--- src/hw/rtl/sha512_pkg.sv ---
// Shared types, constants and functions for the SHA-512 block compression core.
`default_nettype none

package sha512_pkg;

    typedef logic [63:0] word_t;

    // Round and block sizes
    localparam int NUM_ROUNDS  = 80;
    localparam int BLOCK_WORDS = 16;
    localparam int HASH_WORDS  = 8;

    // Initial hash set codes
    localparam logic [1:0] VAR_SHA512     = 2'd0;
    localparam logic [1:0] VAR_SHA512_224 = 2'd1;
    localparam logic [1:0] VAR_SHA512_256 = 2'd2;

    // Control from the sequencer to the datapath units
    typedef struct packed {
        logic load;    // copy chained hash into the working variables
        logic step;    // run one round / advance the schedule
    } round_ctrl_t;

    localparam word_t IV_512 [0:7] = '{
        64'h6a09e667f3bcc908, 64'hbb67ae8584caa73b, 64'h3c6ef372fe94f82b, 64'ha54ff53a5f1d36f1,
        64'h510e527fade682d1, 64'h9b05688c2b3e6c1f, 64'h1f83d9abfb41bd6b, 64'h5be0cd19137e2179
    };

    localparam word_t IV_224 [0:7] = '{
        64'h8C3D37C819544DA2, 64'h73E1996689DCD4D6, 64'h1DFAB7AE32FF9C82, 64'h679DD514582F9FCF,
        64'h0F6D2B697BD44DA8, 64'h77E36F7304C48942, 64'h3F9D85A86A1D36C8, 64'h1112E6AD91D692A1
    };

    localparam word_t IV_256 [0:7] = '{
        64'h22312194FC2BF72C, 64'h9F555FA3C84C64C2, 64'h2393B86B6F53B151, 64'h963877195940EABD,
        64'h96283EE2A88EFFE3, 64'hBE5E1E2553863992, 64'h2B0199FC2C85B8AA, 64'h0EB72DDC81C52CA2
    };

    localparam word_t ROUND_K [0:79] = '{
        64'h428a2f98d728ae22, 64'h7137449123ef65cd, 64'hb5c0fbcfec4d3b2f, 64'he9b5dba58189dbbc,
        64'h3956c25bf348b538, 64'h59f111f1b605d019, 64'h923f82a4af194f9b, 64'hab1c5ed5da6d8118,
        64'hd807aa98a3030242, 64'h12835b0145706fbe, 64'h243185be4ee4b28c, 64'h550c7dc3d5ffb4e2,
        64'h72be5d74f27b896f, 64'h80deb1fe3b1696b1, 64'h9bdc06a725c71235, 64'hc19bf174cf692694,
        64'he49b69c19ef14ad2, 64'hefbe4786384f25e3, 64'h0fc19dc68b8cd5b5, 64'h240ca1cc77ac9c65,
        64'h2de92c6f592b0275, 64'h4a7484aa6ea6e483, 64'h5cb0a9dcbd41fbd4, 64'h76f988da831153b5,
        64'h983e5152ee66dfab, 64'ha831c66d2db43210, 64'hb00327c898fb213f, 64'hbf597fc7beef0ee4,
        64'hc6e00bf33da88fc2, 64'hd5a79147930aa725, 64'h06ca6351e003826f, 64'h142929670a0e6e70,
        64'h27b70a8546d22ffc, 64'h2e1b21385c26c926, 64'h4d2c6dfc5ac42aed, 64'h53380d139d95b3df,
        64'h650a73548baf63de, 64'h766a0abb3c77b2a8, 64'h81c2c92e47edaee6, 64'h92722c851482353b,
        64'ha2bfe8a14cf10364, 64'ha81a664bbc423001, 64'hc24b8b70d0f89791, 64'hc76c51a30654be30,
        64'hd192e819d6ef5218, 64'hd69906245565a910, 64'hf40e35855771202a, 64'h106aa07032bbd1b8,
        64'h19a4c116b8d2d0c8, 64'h1e376c085141ab53, 64'h2748774cdf8eeb99, 64'h34b0bcb5e19b48a8,
        64'h391c0cb3c5c95a63, 64'h4ed8aa4ae3418acb, 64'h5b9cca4f7763e373, 64'h682e6ff3d6b2b8a3,
        64'h748f82ee5defb2fc, 64'h78a5636f43172f60, 64'h84c87814a1f0ab72, 64'h8cc702081a6439ec,
        64'h90befffa23631e28, 64'ha4506cebde82bde9, 64'hbef9a3f7b2c67915, 64'hc67178f2e372532b,
        64'hca273eceea26619c, 64'hd186b8c721c0c207, 64'heada7dd6cde0eb1e, 64'hf57d4f7fee6ed178,
        64'h06f067aa72176fba, 64'h0a637dc5a2c898a6, 64'h113f9804bef90dae, 64'h1b710b35131c471b,
        64'h28db77f523047d84, 64'h32caab7b40c72493, 64'h3c9ebe0a15c9bebc, 64'h431d67c49c100d4c,
        64'h4cc5d4becb3e42b6, 64'h597f299cfc657e2a, 64'h5fcb6fab3ad6faec, 64'h6c44198c4a475817
    };

    // Initial hash word; the unused variant code falls back to plain SHA-512
    function automatic word_t iv_word(input logic [1:0] var_sel, input logic [2:0] idx);
        word_t w;
        case (var_sel)
            VAR_SHA512_224: w = IV_224[idx];
            VAR_SHA512_256: w = IV_256[idx];
            default:        w = IV_512[idx];
        endcase
        return w;
    endfunction

    function automatic word_t rotr(input word_t x, input int n);
        return (x >> n) | (x << (64 - n));
    endfunction

    function automatic word_t big_sigma0(input word_t x);
        return rotr(x, 28) ^ rotr(x, 34) ^ rotr(x, 39);
    endfunction

    function automatic word_t big_sigma1(input word_t x);
        return rotr(x, 14) ^ rotr(x, 18) ^ rotr(x, 41);
    endfunction

    function automatic word_t small_sigma0(input word_t x);
        return rotr(x, 1) ^ rotr(x, 8) ^ (x >> 7);
    endfunction

    function automatic word_t small_sigma1(input word_t x);
        return rotr(x, 19) ^ rotr(x, 61) ^ (x >> 6);
    endfunction

endpackage

`default_nettype wire

--- src/hw/rtl/sha512_round.sv ---
// Shared round unit: working variables a..h and one SHA-512 round per cycle.
`default_nettype none

module sha512_round (
    input  wire                       aclk,
    input  sha512_pkg::round_ctrl_t   ctrl,
    input  sha512_pkg::word_t         chain_hash [8],
    input  sha512_pkg::word_t         k_round,
    input  sha512_pkg::word_t         w_round,
    output sha512_pkg::word_t         work_vars [8]
);
    import sha512_pkg::*;

    word_t v_reg [HASH_WORDS];
    word_t t1;
    word_t t2;

    // Round sums
    assign t1 = v_reg[7] + big_sigma1(v_reg[4])
              + ((v_reg[4] & v_reg[5]) ^ (~v_reg[4] & v_reg[6])) + k_round + w_round;
    assign t2 = big_sigma0(v_reg[0])
              + ((v_reg[0] & v_reg[1]) ^ (v_reg[0] & v_reg[2]) ^ (v_reg[1] & v_reg[2]));

    // Load from the chained hash, or rotate the variables through one round
    always_ff @(posedge aclk) begin
        if (ctrl.load) begin
            for (int i = 0; i < HASH_WORDS; i++) begin
                v_reg[i] <= chain_hash[i];
            end
        end else if (ctrl.step) begin
            v_reg[7] <= v_reg[6];
            v_reg[6] <= v_reg[5];
            v_reg[5] <= v_reg[4];
            v_reg[4] <= v_reg[3] + t1;
            v_reg[3] <= v_reg[2];
            v_reg[2] <= v_reg[1];
            v_reg[1] <= v_reg[0];
            v_reg[0] <= t1 + t2;
        end
    end

    always_comb begin
        for (int i = 0; i < HASH_WORDS; i++) begin
            work_vars[i] = v_reg[i];
        end
    end

endmodule

`default_nettype wire

--- config.mk ---
export PLATFORM = sky130hd
export DESIGN_NAME = sha512_round
export DESIGN_NICKNAME = d
export VERILOG_FILES = /design/src/hw/rtl/sha512_pkg.sv /design/src/hw/rtl/sha512_round.sv
export SDC_FILE = /design/constraint.sdc
export NUM_CORES = 2
export LEC_CHECK = 0
export BUFFER_PORTS_ARGS = -buffer_cell sky130_fd_sc_hd__clkbuf_2
export CAP_MARGIN = 20
export CORE_AREA = 4 4 454 456
export CTS_BUF_LIST = sky130_fd_sc_hd__clkbuf_8
export DETAILED_ROUTE_END_ITERATION = 12
export DIE_AREA = 0 0 458 460
export HOLD_SLACK_MARGIN = 0.06
export PLACE_DENSITY = 0.49
export SYNTH_ARGS = -nofsm -noshare
export SYNTH_HDL_FRONTEND = slang
export SYNTH_SLANG_ARGS = --single-unit
--- constraint.sdc ---
create_clock -name aclk -period 24.8 [get_ports aclk]
set_input_delay 3.72 -clock aclk [delete_from_list [all_inputs] [get_ports aclk]]
set_output_delay 3.72 -clock aclk [all_outputs]
set_load 0.1 [all_outputs]
# After elaboration in Yosys (flattened, before gate mapping)
# Memory sizes are Yosys's and may differ from the RTL's.
# Cells that the tools add are included.
# classes
n_eq_ne	0
n_lt_le_gt_ge	0
n_reduce_logical	0
multipliers	0
n_shift	0
bitwise_logic	27
mux	13
div_mod_pow	0
add_sub_neg	7
# op_table
op	count
$mux 64	8
$add 64x64->64	7
$xor 64x64->64	7
$and 64x64->64	5
$not 64->64	1
$or 23x64->64	1
$or 25x64->64	1
$or 30x64->64	1
$or 36x64->64	1
$or 46x64->64	1
$or 50x64->64	1
$or 1x1->1	8
$mux 1	5
# totals
input_bits	643
n_memories	1
output_inout_bits	512
rom_bits	0
word_cells	48
regBits	0
ram_bits	512
latch_bits	0
# memory_table
name	words	word_bits	read_ports	rd_clocked_by_memory_dff	wr	line	text
v_reg	8	64	8	0	8	sha512_round.sv:14	word_t v_reg [HASH_WORDS];

# Longest topological paths before layout
# logic_depth
ltp_word	9
mapped_depth	38

# Worst setup path after synthesis
# OpenSTA, ideal clock, no wires.
# synth_path
path_type	input-to-reg
start	in k_round[1]
end	mem v_reg[0][63] in the netlist's numbering, data pin
path_buffers	1
setup_slack_ps	13237
setup_ps	266
arrival_ps	11297
cell_stages	34
t_required_ps	24534
cell_sequence	inv_1 -> fa_1 -> fa_1 -> fa_1 -> inv_1 -> ha_1 -> fa_1 -> a211oi_1 -> o21ai_1 -> a21o_1 -> a21oi_1 -> nor2b_1 -> a41oi_1 -> o22ai_1 -> a221o_1 -> a21bo_1 -> a21o_1 -> a21oi_1 -> xor2_1 -> fa_1 -> inv_1 -> ha_1 -> clkbuf_1 -> a21o_1 -> a2111oi_0 -> o22ai_1 -> a21oi_1 -> o31ai_1 -> a311oi_1 -> o221ai_1 -> a211oi_1 -> o31ai_1 -> xnor2_1 -> o21ai_1
# synth_lines
item	line	text
from (decl)	sha512_round.sv:8	input sha512_pkg::word_t k_round,
to (decl)	sha512_round.sv:14	

==> impl_metrics.toml <==
[cells_and_area]
nFillCells = 22200
largest_reg_flops = 512
syn2layout_area_growth_pct = 25.1
final_cells = 8770
fin_util_pct = 26.7
regArea_sq_um = 15400
multiInputGateArea_sq_um = 24100
layout.nets = 7062
drive_above_1_share_pct = 24.0

[min_path]
min_path_type = "register to register"
holdCritStartpoint = "v_reg[1][87]"

[placement]
dpl.hpwl_um = 232000
gp_congestion = 0.931
placedCellCount = 8540
portBuffers = 1154
place_ws_ns = 11.06

[synth]
synth_top_area_share_pct = 35.8
syn_nets = 6014
syn_area_sq_um = 43000
netlist_top_cells_count = "nand2_1, inv_1, edfxtp_1, clkbuf_1"
synth_area_leaders = "edfxtp_1, nand2_1, fa_1"
syn_inst = 4929
synth_most_common_cell = "nand2_1"
async_flop_share_pct = 0
ys_types = 72
syn_area_per_cell_sq_um = 8.72
synth_top_cell_by_area = "edfxtp_1"
ys_ff_latch = 512
synth_edf_count = 512
synth_ff_type = "edfxtp_1"
ys_seq_area_share_pct = 35.8
synth.yosys.warnings = 0

[sta]
hold_viol = 0
rsz0062_at_grt = "no"
worst_pin_slew_ns = 1.25
slew-limit-headroom_pct = 16.3
finClkSkew_ns = 0.0773
fin_crit_ns = 12.73
timing.fmax_mhz = 78.6
setup_viol = 0
period_share_pct = 51.3
drv_slew = 0
setup_ws_ns = 12.07
tns_ns = 0

[worst_setup_path]
critPathLaunch = "k_round[1]"
crit_required_ns = 25.41
slowest_delay_ns = 0.66
worst_setup_path_end_kind = "register"
crit_top_cell = "fa_1"
startpoint_type = "primary input"
ff2ff_setup_slack_ns = 13.43
critPathKind = "primary input to register"
r2r-start = "v_reg[1][42]"
slowest_stage = "xnor2_1"
arrival_ns = 13.33
path_max_fanout = 7

[cts]
path_clk_slew_ns = 0.06
cts_hold_buf = 0
cts_resized = 0
cts_tree = "built"
cts_buffer_depth = 3
root_buffer = "clkbuf_8"
clock_latency_ns = 0.90
cts_setup_buffers = 0
htreeDepth = 3
cts.sinks = 512
cts_buffers = 107

[global_route]
grt_pass1_vias = 40400
grt_usage_pct = 25.1
grt_max_degree = 166
antenna_found_initial = 111
grt_pass1_wl_um = 359000
gr-total-overflow = 0

[routing]
avgRoutedWirePerCell_um = 31.2
num_vias = 40100
wl_um = 274000
drtAntennaViolNets = 0
vias_per_cell = 4.58
drc = 0
drt_iter0_markers = 3525
dr.pass1.iters = 6

[die]
dieArea_sq_um = 211000
start_util_pct = 21.3
die_y_um = 460
die_x_um = 458
pin_count = 1155
std_cell_rows = 165
core_sq_um = 202000

[status]
status = "finished clean"

[job]
max-cap-violations = 0
==> worst max-delay path: cells and delay by family <==
family                     cells  cell delay, ns
adders and majority gates      7            3.01
AOI/OAI and AO/OA             19            5.39
and+or+nand+nor                1            0.11
buffers and inverters          4            0.25
xor gates and xnor gates       2            0.84
==> path summary, 6_finish.rpt <==
path,to,cells past startpoint
max reg2reg,v_reg[0][63],34
max,v_reg[0][63],33
min reg2reg,v_reg[1][151],2
min,v_reg[1][151],2
==> layer usage <==
metal  GRT usage, %  vias to the layer above  share of wire, %
li1               -                    18100                 -
met1           33.0                    19800                44
met2           40.8                     1836                46
met3           5.27                      397               6.5
met4           8.93                        6               3.9
met5              0                        -             0.015
==> layout by cell type (no fill, tap or decap), types with 29 or more instances in the layout <==
| cell | synthesis | final |
|---|---|---|
| diode_2 | 0 | 40 |
| clkbuf_8 | 0 | 107 |
| ha_1 | 189 | 189 |
| edfxtp_1 | 512 | 512 |
| a21o_1 | 200 | 200 |
| inv_1 | 660 | 683 |
| o21ai_0 | 225 | 225 |
| xor2_1 | 198 | 198 |
| o21bai_1 | 29 | 29 |
| buf_4 | 0 | 76 |
| xnor2_1 | 253 | 253 |
| clkbuf_2 | 0 | 1154 |
| a21oi_1 | 196 | 196 |
| o21ai_1 | 39 | 39 |
| mux2_2 | 62 | 62 |
| nand2_1 | 1398 | 1398 |
| nand3_1 | 40 | 40 |
| fa_1 | 253 | 253 |
| nor2_1 | 80 | 80 |
==> final cells by class <==
class	instances	area share [%]
clock inverter	83	1.15
antenna	40	0.186
inverter	660	4.60
sequential	512	28.6
tap	2672	6.21
clock buffer	107	2.74
timing repair buffer	1231	11.8
multi-input combinational	3465	44.7
==> through the flow <==
stage / hold slack (ns) / cell area, sq um
detailed placement: 0.552 / 51600
global placement: 0.550 / 51600
floorplan: 1.14 / 43000
finish: 0.569 / 53800
CTS: 0.567 / 53700
global route: 0.594 / 53800
==> logic make-up (layout without fill, tap and decap cells) <==
kind of cell / Yosys count / in the layout / share of synthesized area, %
other: 0 / 40 / 0
buffers and inverters: 952 / 2081 / 8.33
xor gates and xnor gates: 451 / 451 / 9.19
DFF: 512 / 512 / 35.8
muxes: 65 / 65 / 1.69
adders and majority gates: 445 / 445 / 17.3
and+or+nand+nor: 1670 / 1670 / 15.6
AOI/OAI and AO/OA: 834 / 834 / 12.1
Power is left out: the tool's default activity adds up to more than one toggle a clock period on the data nets, which glitch-free logic cannot reach.
