`config.mk`:
```
export PLATFORM = sky130hd
export DESIGN_NAME = sha512_sched
export DESIGN_NICKNAME = d
export VERILOG_FILES = /design/src/hw/rtl/sha512_pkg.sv /design/src/hw/rtl/sha512_sched.sv
export SDC_FILE = /design/constraint.sdc
export NUM_CORES = 1
export LEC_CHECK = 0
export ABC_AREA = 1
export CAP_MARGIN = 20
export CELL_PAD_IN_SITES_DETAIL_PLACEMENT = 1
export CELL_PAD_IN_SITES_GLOBAL_PLACEMENT = 1
export CORE_ASPECT_RATIO = 1.2
export CORE_MARGIN = 5
export CORE_UTILIZATION = 45
export CTS_BUF_LIST = sky130_fd_sc_hd__clkbuf_2
export DETAILED_ROUTE_END_ITERATION = 10
export DONT_BUFFER_PORTS = 1
export GPL_TIMING_DRIVEN = 0
export HOLD_SLACK_MARGIN = 0.1
export PLACE_DENSITY_LB_ADDON = 0.1
export SKIP_LAST_GASP = 1
export SLEW_MARGIN = 20
export SYNTH_ARGS = -nofsm -noshare
export SYNTH_HDL_FRONTEND = slang
export SYNTH_SLANG_ARGS = --single-unit
```
`constraint.sdc`:
```
create_clock -name aclk -period 30.7 [get_ports aclk]
set_input_delay 0 -clock aclk [delete_from_list [all_inputs] [get_ports aclk]]
set_output_delay 0 -clock aclk [all_outputs]
set_load 0.005 [all_outputs]
```
`src/hw/rtl/sha512_pkg.sv`:
```
// Shared types, constants and functions for the SHA-512 block compression core.
`default_nettype none

package sha512_pkg;

    typedef logic [63:0] word_t;

    // Round and block sizes
    localparam int NUM_ROUNDS  = 80;
    localparam int BLOCK_WORDS = 16;
    localparam int HASH_WORDS  = 8;

    // Initial hash set codes
    localparam logic [1:0] VAR_SHA512     = 2'd0;
    localparam logic [1:0] VAR_SHA512_224 = 2'd1;
    localparam logic [1:0] VAR_SHA512_256 = 2'd2;

    // Control from the sequencer to the datapath units
    typedef struct packed {
        logic load;    // copy chained hash into the working variables
        logic step;    // run one round / advance the schedule
    } round_ctrl_t;

    localparam word_t IV_512 [0:7] = '{
        64'h6a09e667f3bcc908, 64'hbb67ae8584caa73b, 64'h3c6ef372fe94f82b, 64'ha54ff53a5f1d36f1,
        64'h510e527fade682d1, 64'h9b05688c2b3e6c1f, 64'h1f83d9abfb41bd6b, 64'h5be0cd19137e2179
    };

    localparam word_t IV_224 [0:7] = '{
        64'h8C3D37C819544DA2, 64'h73E1996689DCD4D6, 64'h1DFAB7AE32FF9C82, 64'h679DD514582F9FCF,
        64'h0F6D2B697BD44DA8, 64'h77E36F7304C48942, 64'h3F9D85A86A1D36C8, 64'h1112E6AD91D692A1
    };

    localparam word_t IV_256 [0:7] = '{
        64'h22312194FC2BF72C, 64'h9F555FA3C84C64C2, 64'h2393B86B6F53B151, 64'h963877195940EABD,
        64'h96283EE2A88EFFE3, 64'hBE5E1E2553863992, 64'h2B0199FC2C85B8AA, 64'h0EB72DDC81C52CA2
    };

    localparam word_t ROUND_K [0:79] = '{
        64'h428a2f98d728ae22, 64'h7137449123ef65cd, 64'hb5c0fbcfec4d3b2f, 64'he9b5dba58189dbbc,
        64'h3956c25bf348b538, 64'h59f111f1b605d019, 64'h923f82a4af194f9b, 64'hab1c5ed5da6d8118,
        64'hd807aa98a3030242, 64'h12835b0145706fbe, 64'h243185be4ee4b28c, 64'h550c7dc3d5ffb4e2,
        64'h72be5d74f27b896f, 64'h80deb1fe3b1696b1, 64'h9bdc06a725c71235, 64'hc19bf174cf692694,
        64'he49b69c19ef14ad2, 64'hefbe4786384f25e3, 64'h0fc19dc68b8cd5b5, 64'h240ca1cc77ac9c65,
        64'h2de92c6f592b0275, 64'h4a7484aa6ea6e483, 64'h5cb0a9dcbd41fbd4, 64'h76f988da831153b5,
        64'h983e5152ee66dfab, 64'ha831c66d2db43210, 64'hb00327c898fb213f, 64'hbf597fc7beef0ee4,
        64'hc6e00bf33da88fc2, 64'hd5a79147930aa725, 64'h06ca6351e003826f, 64'h142929670a0e6e70,
        64'h27b70a8546d22ffc, 64'h2e1b21385c26c926, 64'h4d2c6dfc5ac42aed, 64'h53380d139d95b3df,
        64'h650a73548baf63de, 64'h766a0abb3c77b2a8, 64'h81c2c92e47edaee6, 64'h92722c851482353b,
        64'ha2bfe8a14cf10364, 64'ha81a664bbc423001, 64'hc24b8b70d0f89791, 64'hc76c51a30654be30,
        64'hd192e819d6ef5218, 64'hd69906245565a910, 64'hf40e35855771202a, 64'h106aa07032bbd1b8,
        64'h19a4c116b8d2d0c8, 64'h1e376c085141ab53, 64'h2748774cdf8eeb99, 64'h34b0bcb5e19b48a8,
        64'h391c0cb3c5c95a63, 64'h4ed8aa4ae3418acb, 64'h5b9cca4f7763e373, 64'h682e6ff3d6b2b8a3,
        64'h748f82ee5defb2fc, 64'h78a5636f43172f60, 64'h84c87814a1f0ab72, 64'h8cc702081a6439ec,
        64'h90befffa23631e28, 64'ha4506cebde82bde9, 64'hbef9a3f7b2c67915, 64'hc67178f2e372532b,
        64'hca273eceea26619c, 64'hd186b8c721c0c207, 64'heada7dd6cde0eb1e, 64'hf57d4f7fee6ed178,
        64'h06f067aa72176fba, 64'h0a637dc5a2c898a6, 64'h113f9804bef90dae, 64'h1b710b35131c471b,
        64'h28db77f523047d84, 64'h32caab7b40c72493, 64'h3c9ebe0a15c9bebc, 64'h431d67c49c100d4c,
        64'h4cc5d4becb3e42b6, 64'h597f299cfc657e2a, 64'h5fcb6fab3ad6faec, 64'h6c44198c4a475817
    };

    // Initial hash word; the unused variant code falls back to plain SHA-512
    function automatic word_t iv_word(input logic [1:0] var_sel, input logic [2:0] idx);
        word_t w;
        case (var_sel)
            VAR_SHA512_224: w = IV_224[idx];
            VAR_SHA512_256: w = IV_256[idx];
            default:        w = IV_512[idx];
        endcase
        return w;
    endfunction

    function automatic word_t rotr(input word_t x, input int n);
        return (x >> n) | (x << (64 - n));
    endfunction

    function automatic word_t big_sigma0(input word_t x);
        return rotr(x, 28) ^ rotr(x, 34) ^ rotr(x, 39);
    endfunction

    function automatic word_t big_sigma1(input word_t x);
        return rotr(x, 14) ^ rotr(x, 18) ^ rotr(x, 41);
    endfunction

    function automatic word_t small_sigma0(input word_t x);
        return rotr(x, 1) ^ rotr(x, 8) ^ (x >> 7);
    endfunction

    function automatic word_t small_sigma1(input word_t x);
        return rotr(x, 19) ^ rotr(x, 61) ^ (x >> 6);
    endfunction

endpackage

`default_nettype wire

```
`src/hw/rtl/sha512_sched.sv`:
```
// Message schedule: sixteen-word shift line that expands the block one word per round.
`default_nettype none

module sha512_sched (
    input  wire                       aclk,
    input  wire                       word_we,
    input  sha512_pkg::word_t         word_in,
    input  sha512_pkg::round_ctrl_t   ctrl,
    output sha512_pkg::word_t         w_round
);
    import sha512_pkg::*;

    word_t w_reg  [BLOCK_WORDS];
    word_t w_next [BLOCK_WORDS];
    word_t w_new;

    // Next schedule word from the fixed taps
    assign w_new = w_reg[0] + small_sigma0(w_reg[1]) + w_reg[9] + small_sigma1(w_reg[14]);

    // Shift in either a message word or an expanded word
    always_comb begin
        for (int i = 0; i < BLOCK_WORDS - 1; i++) begin
            w_next[i] = w_reg[i + 1];
        end
        w_next[BLOCK_WORDS - 1] = word_we ? word_in : w_new;
    end

    always_ff @(posedge aclk) begin
        if (word_we || ctrl.step) begin
            for (int i = 0; i < BLOCK_WORDS; i++) begin
                w_reg[i] <= w_next[i];
            end
        end
    end

    assign w_round = w_reg[0];

endmodule

`default_nettype wire

```
# Word level (Yosys, flattened, before mapping)
# Memory sizes are Yosys's and may differ from the RTL's.
# Cells that the tools add are included.
# word_totals
mem_bits_rw,1024
memories,1
out_inout_bits,64
input_bits,68
ff_bits,0
# classes
reduce_logical,1
n_addsub,3
n_bitwise,8
n_mux,3
# mem_list
memory,words,word_bits,rd,rd_ports_with_merged_regs,wr,line_no,text
w_reg,16,64,16,0,16,sha512_sched.sv:13,word_t w_reg [BLOCK_WORDS];
# op_table
op,count
adder 64 bit,3
bitwise XOR 64 bit,2
2-to-1 mux 64 bit,1
OR 3 x 64 -> 64 bit,1
OR 45 x 64 -> 64 bit,1
OR 56 x 64 -> 64 bit,1
OR 63 x 64 -> 64 bit,1
bitwise XOR 64 x 57 -> 64 bit,1
bitwise XOR 64 x 58 -> 64 bit,1
2-to-1 mux 1 bit,2
logical OR 1 bit,1

# Longest topological paths before layout
# logic_depth
word_depth,7
ltp_mapped,23

# Least setup slack after synthesis
# Ideal clock, no wire load.
# synth_timing
path_type,input-to-reg
start,in word_we
end,mem w_reg[0][0] (netlist bit) (enable)
arrival_time_ns,12.647
setup_slack_ns,17.074
stages,3
path_buffers,2
t_required_ns,29.721
path_cell_list,clkbuf_1 > clkbuf_1 > or2_2
# synth_rtl
element,line_no,text
from (decl),sha512_sched.sv:6,"input wire word_we,"
to (decl),sha512_sched.sv:13,

==> results.txt <==
Post-Syn Nets -> 3406
Ys Warns -> 0
CORE AREA -> 95300 µm²
Distinct cells, synth -> 31
H-tree depth -> 4
Layout cell share with drive strength beyond 1 -> 0.120
Top cell type's share of synthesized area -> 0.713
Die width -> 293 µm
GP Congestion -> 0.865
Sequential area share after synthesis -> 0.713
Status -> finished, final reports clean
Vias in the first global route -> 26100
Number of DRC markers in iteration 0 -> 1730
Worst Setup End Kind -> flop
Number of synthesized flops with an enable pin -> 1024
Total Routed Length -> 118000 µm
Crit path DAT -> 7100 ps
Worst path top cell family by delay -> simple AND/OR/NAND/NOR gates
RR Startpoint -> w_reg[1][446]
CP Class -> flop to flop
Post-cts resize count -> 0
Final worst path period need -> 5890 ps
CTS tree -> built
Period utilization -> 0.192
Synth top area cells -> edfxtp_1, nand2_1, fa_1
Peak Freq -> 170 MHz
Worst-Margin Slew -> 959 ps
Layout Skew -> 63.4 ps
R2R Path End -> w_reg[1][501]
Max stage delay on crit path -> 700 ps
RSZ-0062 raised after global routing -> no
CP bufs+invs -> 6
Slowest-stage cell, CP -> edfxtp_1
Detailed placement HPWL -> 87000 µm
Max-Cap Viols -> 0
# rows -> 124
WHS -> 334 ps
Reg2reg setup slack -> 24810 ps
Worst-case clock buffer depth -> 3
Most frequent CP cell -> nand2_1
Post-synth ARST share -> 0
Syn avg cell area -> 13.7 µm²
WP data required -> 31910 ps
Post-Synthesis Cells -> 3149
Final hold viol count -> 0
Drt first pass iters -> 5
Clock sink total -> 1024
CP Launch Point -> w_reg[1][446]
Area leader, netlist -> edfxtp_1
Nets -> 3865
Top_reg_cell synth -> edfxtp_1
Skew-Pair Late Insertion Delay -> 1510 ps
WL/cell -> 23.4 µm
Flip-flop count of the largest register after layout -> 1024
Clk root buf -> clkbuf_2
Setup crit end -> w_reg[1][501]
Final Max Tran Viols -> 0
Hold path depth -> 5
Die footprint -> 102000 µm²
Chip Height -> 349 µm
Maximum fanout along the worst path -> 4
Congestion Overflow GR -> 0
# fillers -> 9834
Synthesized area -> 43100 µm²
Largest net degree at the start of global routing -> 61
GRT Overall Usage -> 0.233
Slew Limit Headroom -> 0.361
Levels on crit path -> 23
Worst r2r path cells -> 23
HP Class -> primary input to flop
Initial Utilization -> 0.452
Finish-stage setup viols -> 0
Clk slew on worst S/H paths -> 110 ps
I/O pin cnt -> 132
DRC Markers -> 0
Area growth, synth to finish -> 14.6%
Vias -> 24100
Drt via density -> 4.77
Critical Path, Cell by Cell -> xnor2_1 -> xor2_1 -> inv_1 -> fa_1 -> inv_1 -> fa_1 -> inv_1 -> ha_1 -> inv_1 -> fa_1 -> inv_1 -> nand3_1 -> nand3_1 -> nand3_1 -> nand3_1 -> nand2_1 -> nand2_1 -> nand2_1 -> nand2_1 -> nand2_1 -> nand3_1 -> nand2_1 -> dlygate4sd3_1
Antenna violations before repair -> 12
Number of buffers added on ports -> 0
Setup TNS -> 0 ps
Most common cell in the netlist -> edfxtp_1
Synth cell count leaders -> edfxtp_1, nand2_1, inv_1, xnor2_1, fa_1
Total CTS buffers -> 237
Post-CTS setup buffers -> 0
First-pass GRT wire length -> 171000 µm
Antenna-violating nets left -> 0
FF+latch count, synth -> 1024
Type of origin of the critical path -> flop
## how the worst min path moves through the flow
stage	startpoint	endpoint	slack, ps
2_1_floorplan	word_in[62]	w_reg[1][510]	180
3_3_place_gp	word_in[53]	w_reg[1][501]	190
3_5_place_dp	word_in[39]	w_reg[1][487]	190
4_1_cts	word_in[54]	w_reg[1][502]	110
5_1_grt	word_in[7]	w_reg[1][455]	210
6_report	word_in[43]	w_reg[1][491]	330
## cell usage in the layout (no fill, tap or decap), types with 9 or more instances in the layout
master	n
nor2_2	15
inv_1	642
clkbuf_1	9
nand3b_1	10
nand3_1	84
buf_16	16
clkinv_1	42
ha_1	63
edfxtp_1	1024
xnor2_1	193
clkinv_2	13
clkbuf_2	349
o21ai_0	22
nand2_1	696
xor2_1	71
dlygate4sd3_1	199
nand2_2	13
nor2_1	82
fa_1	126
a21oi_1	46
## logic make-up (layout without fill, tap and decap cells)
kind of cell	Yosys count	count (layout)	synth area share
flip-flops	1024	1024	0.713
AND/OR/NAND/NOR	932	932	0.0888
XOR/XNOR	264	264	0.0537
adder cells (fa/ha/maj)	189	189	0.0768
AO/OA/AOI/OAI	77	77	0.00932
other	0	5	0
buffers and inverters	663	1299	0.0579
## area by class of cell
cell class / count / area (µm²) / share of cell area
antenna: 5 / 12.5 / 0.000253
clock inverter: 68 / 408 / 0.00826
buffer: 14 / 61.3 / 0.00124
timing repair buffer: 220 / 2530 / 0.0513
tap: 1260 / 1580 / 0.0319
clock buffer: 348 / 1740 / 0.0353
inverter: 649 / 2440 / 0.0493
multi-input combinational: 1462 / 9850 / 0.200
sequential: 1024 / 30700 / 0.623
## layer usage
| metal | wire length, µm | track usage |
|---|---|---|
| met4 | 3870 | 0.0864 |
| met5 | 0 | 0 |
| met3 | 5660 | 0.0465 |
| met1 | 49900 | 0.302 |
| met2 | 58800 | 0.394 |
## worst reg2reg max path, stage by stage (launching register included)
cell and delay, ps:
edfxtp_1 700, xnor2_1 550, xor2_1 200, inv_1 70, fa_1 480, inv_1 60, fa_1 440, inv_1 70
ha_1 230, inv_1 70, fa_1 350, inv_1 120, nand3_1 100, nand3_1 170, nand3_1 110, nand3_1 300
nand2_1 110, nand2_1 270, nand2_1 200, nand2_1 110, nand2_1 50, nand3_1 170, nand2_1 100, dlygate4sd3_1 600
## stage by stage
| step | utilization | std cells | instance area (µm²) | setup slack [ps] |
|---|---|---|---|---|
| 6_report | 0.518 | 5050 | 49400 | 24810 |
| 3_5_place_dp | 0.474 | 4429 | 45200 | 25390 |
| 5_1_grt | 0.518 | 5049 | 49400 | 24530 |
| 2_1_floorplan | - | 3149 | 43100 | 17070 |
| 3_3_place_gp | 0.469 | 4409 | 44700 | 11520 |
| 4_1_cts | 0.518 | 5045 | 49400 | 24810 |
## what timing repair did
action / 4_1_cts / 5_1_grt
setup endpoints to repair: 0 / 0
endpoints found under the hold margin: 710 / 0
hold buffers: 200 / 0
Power is left out: the tool's default activity adds up to more than one toggle a clock period on the data nets, which glitch-free logic cannot reach.
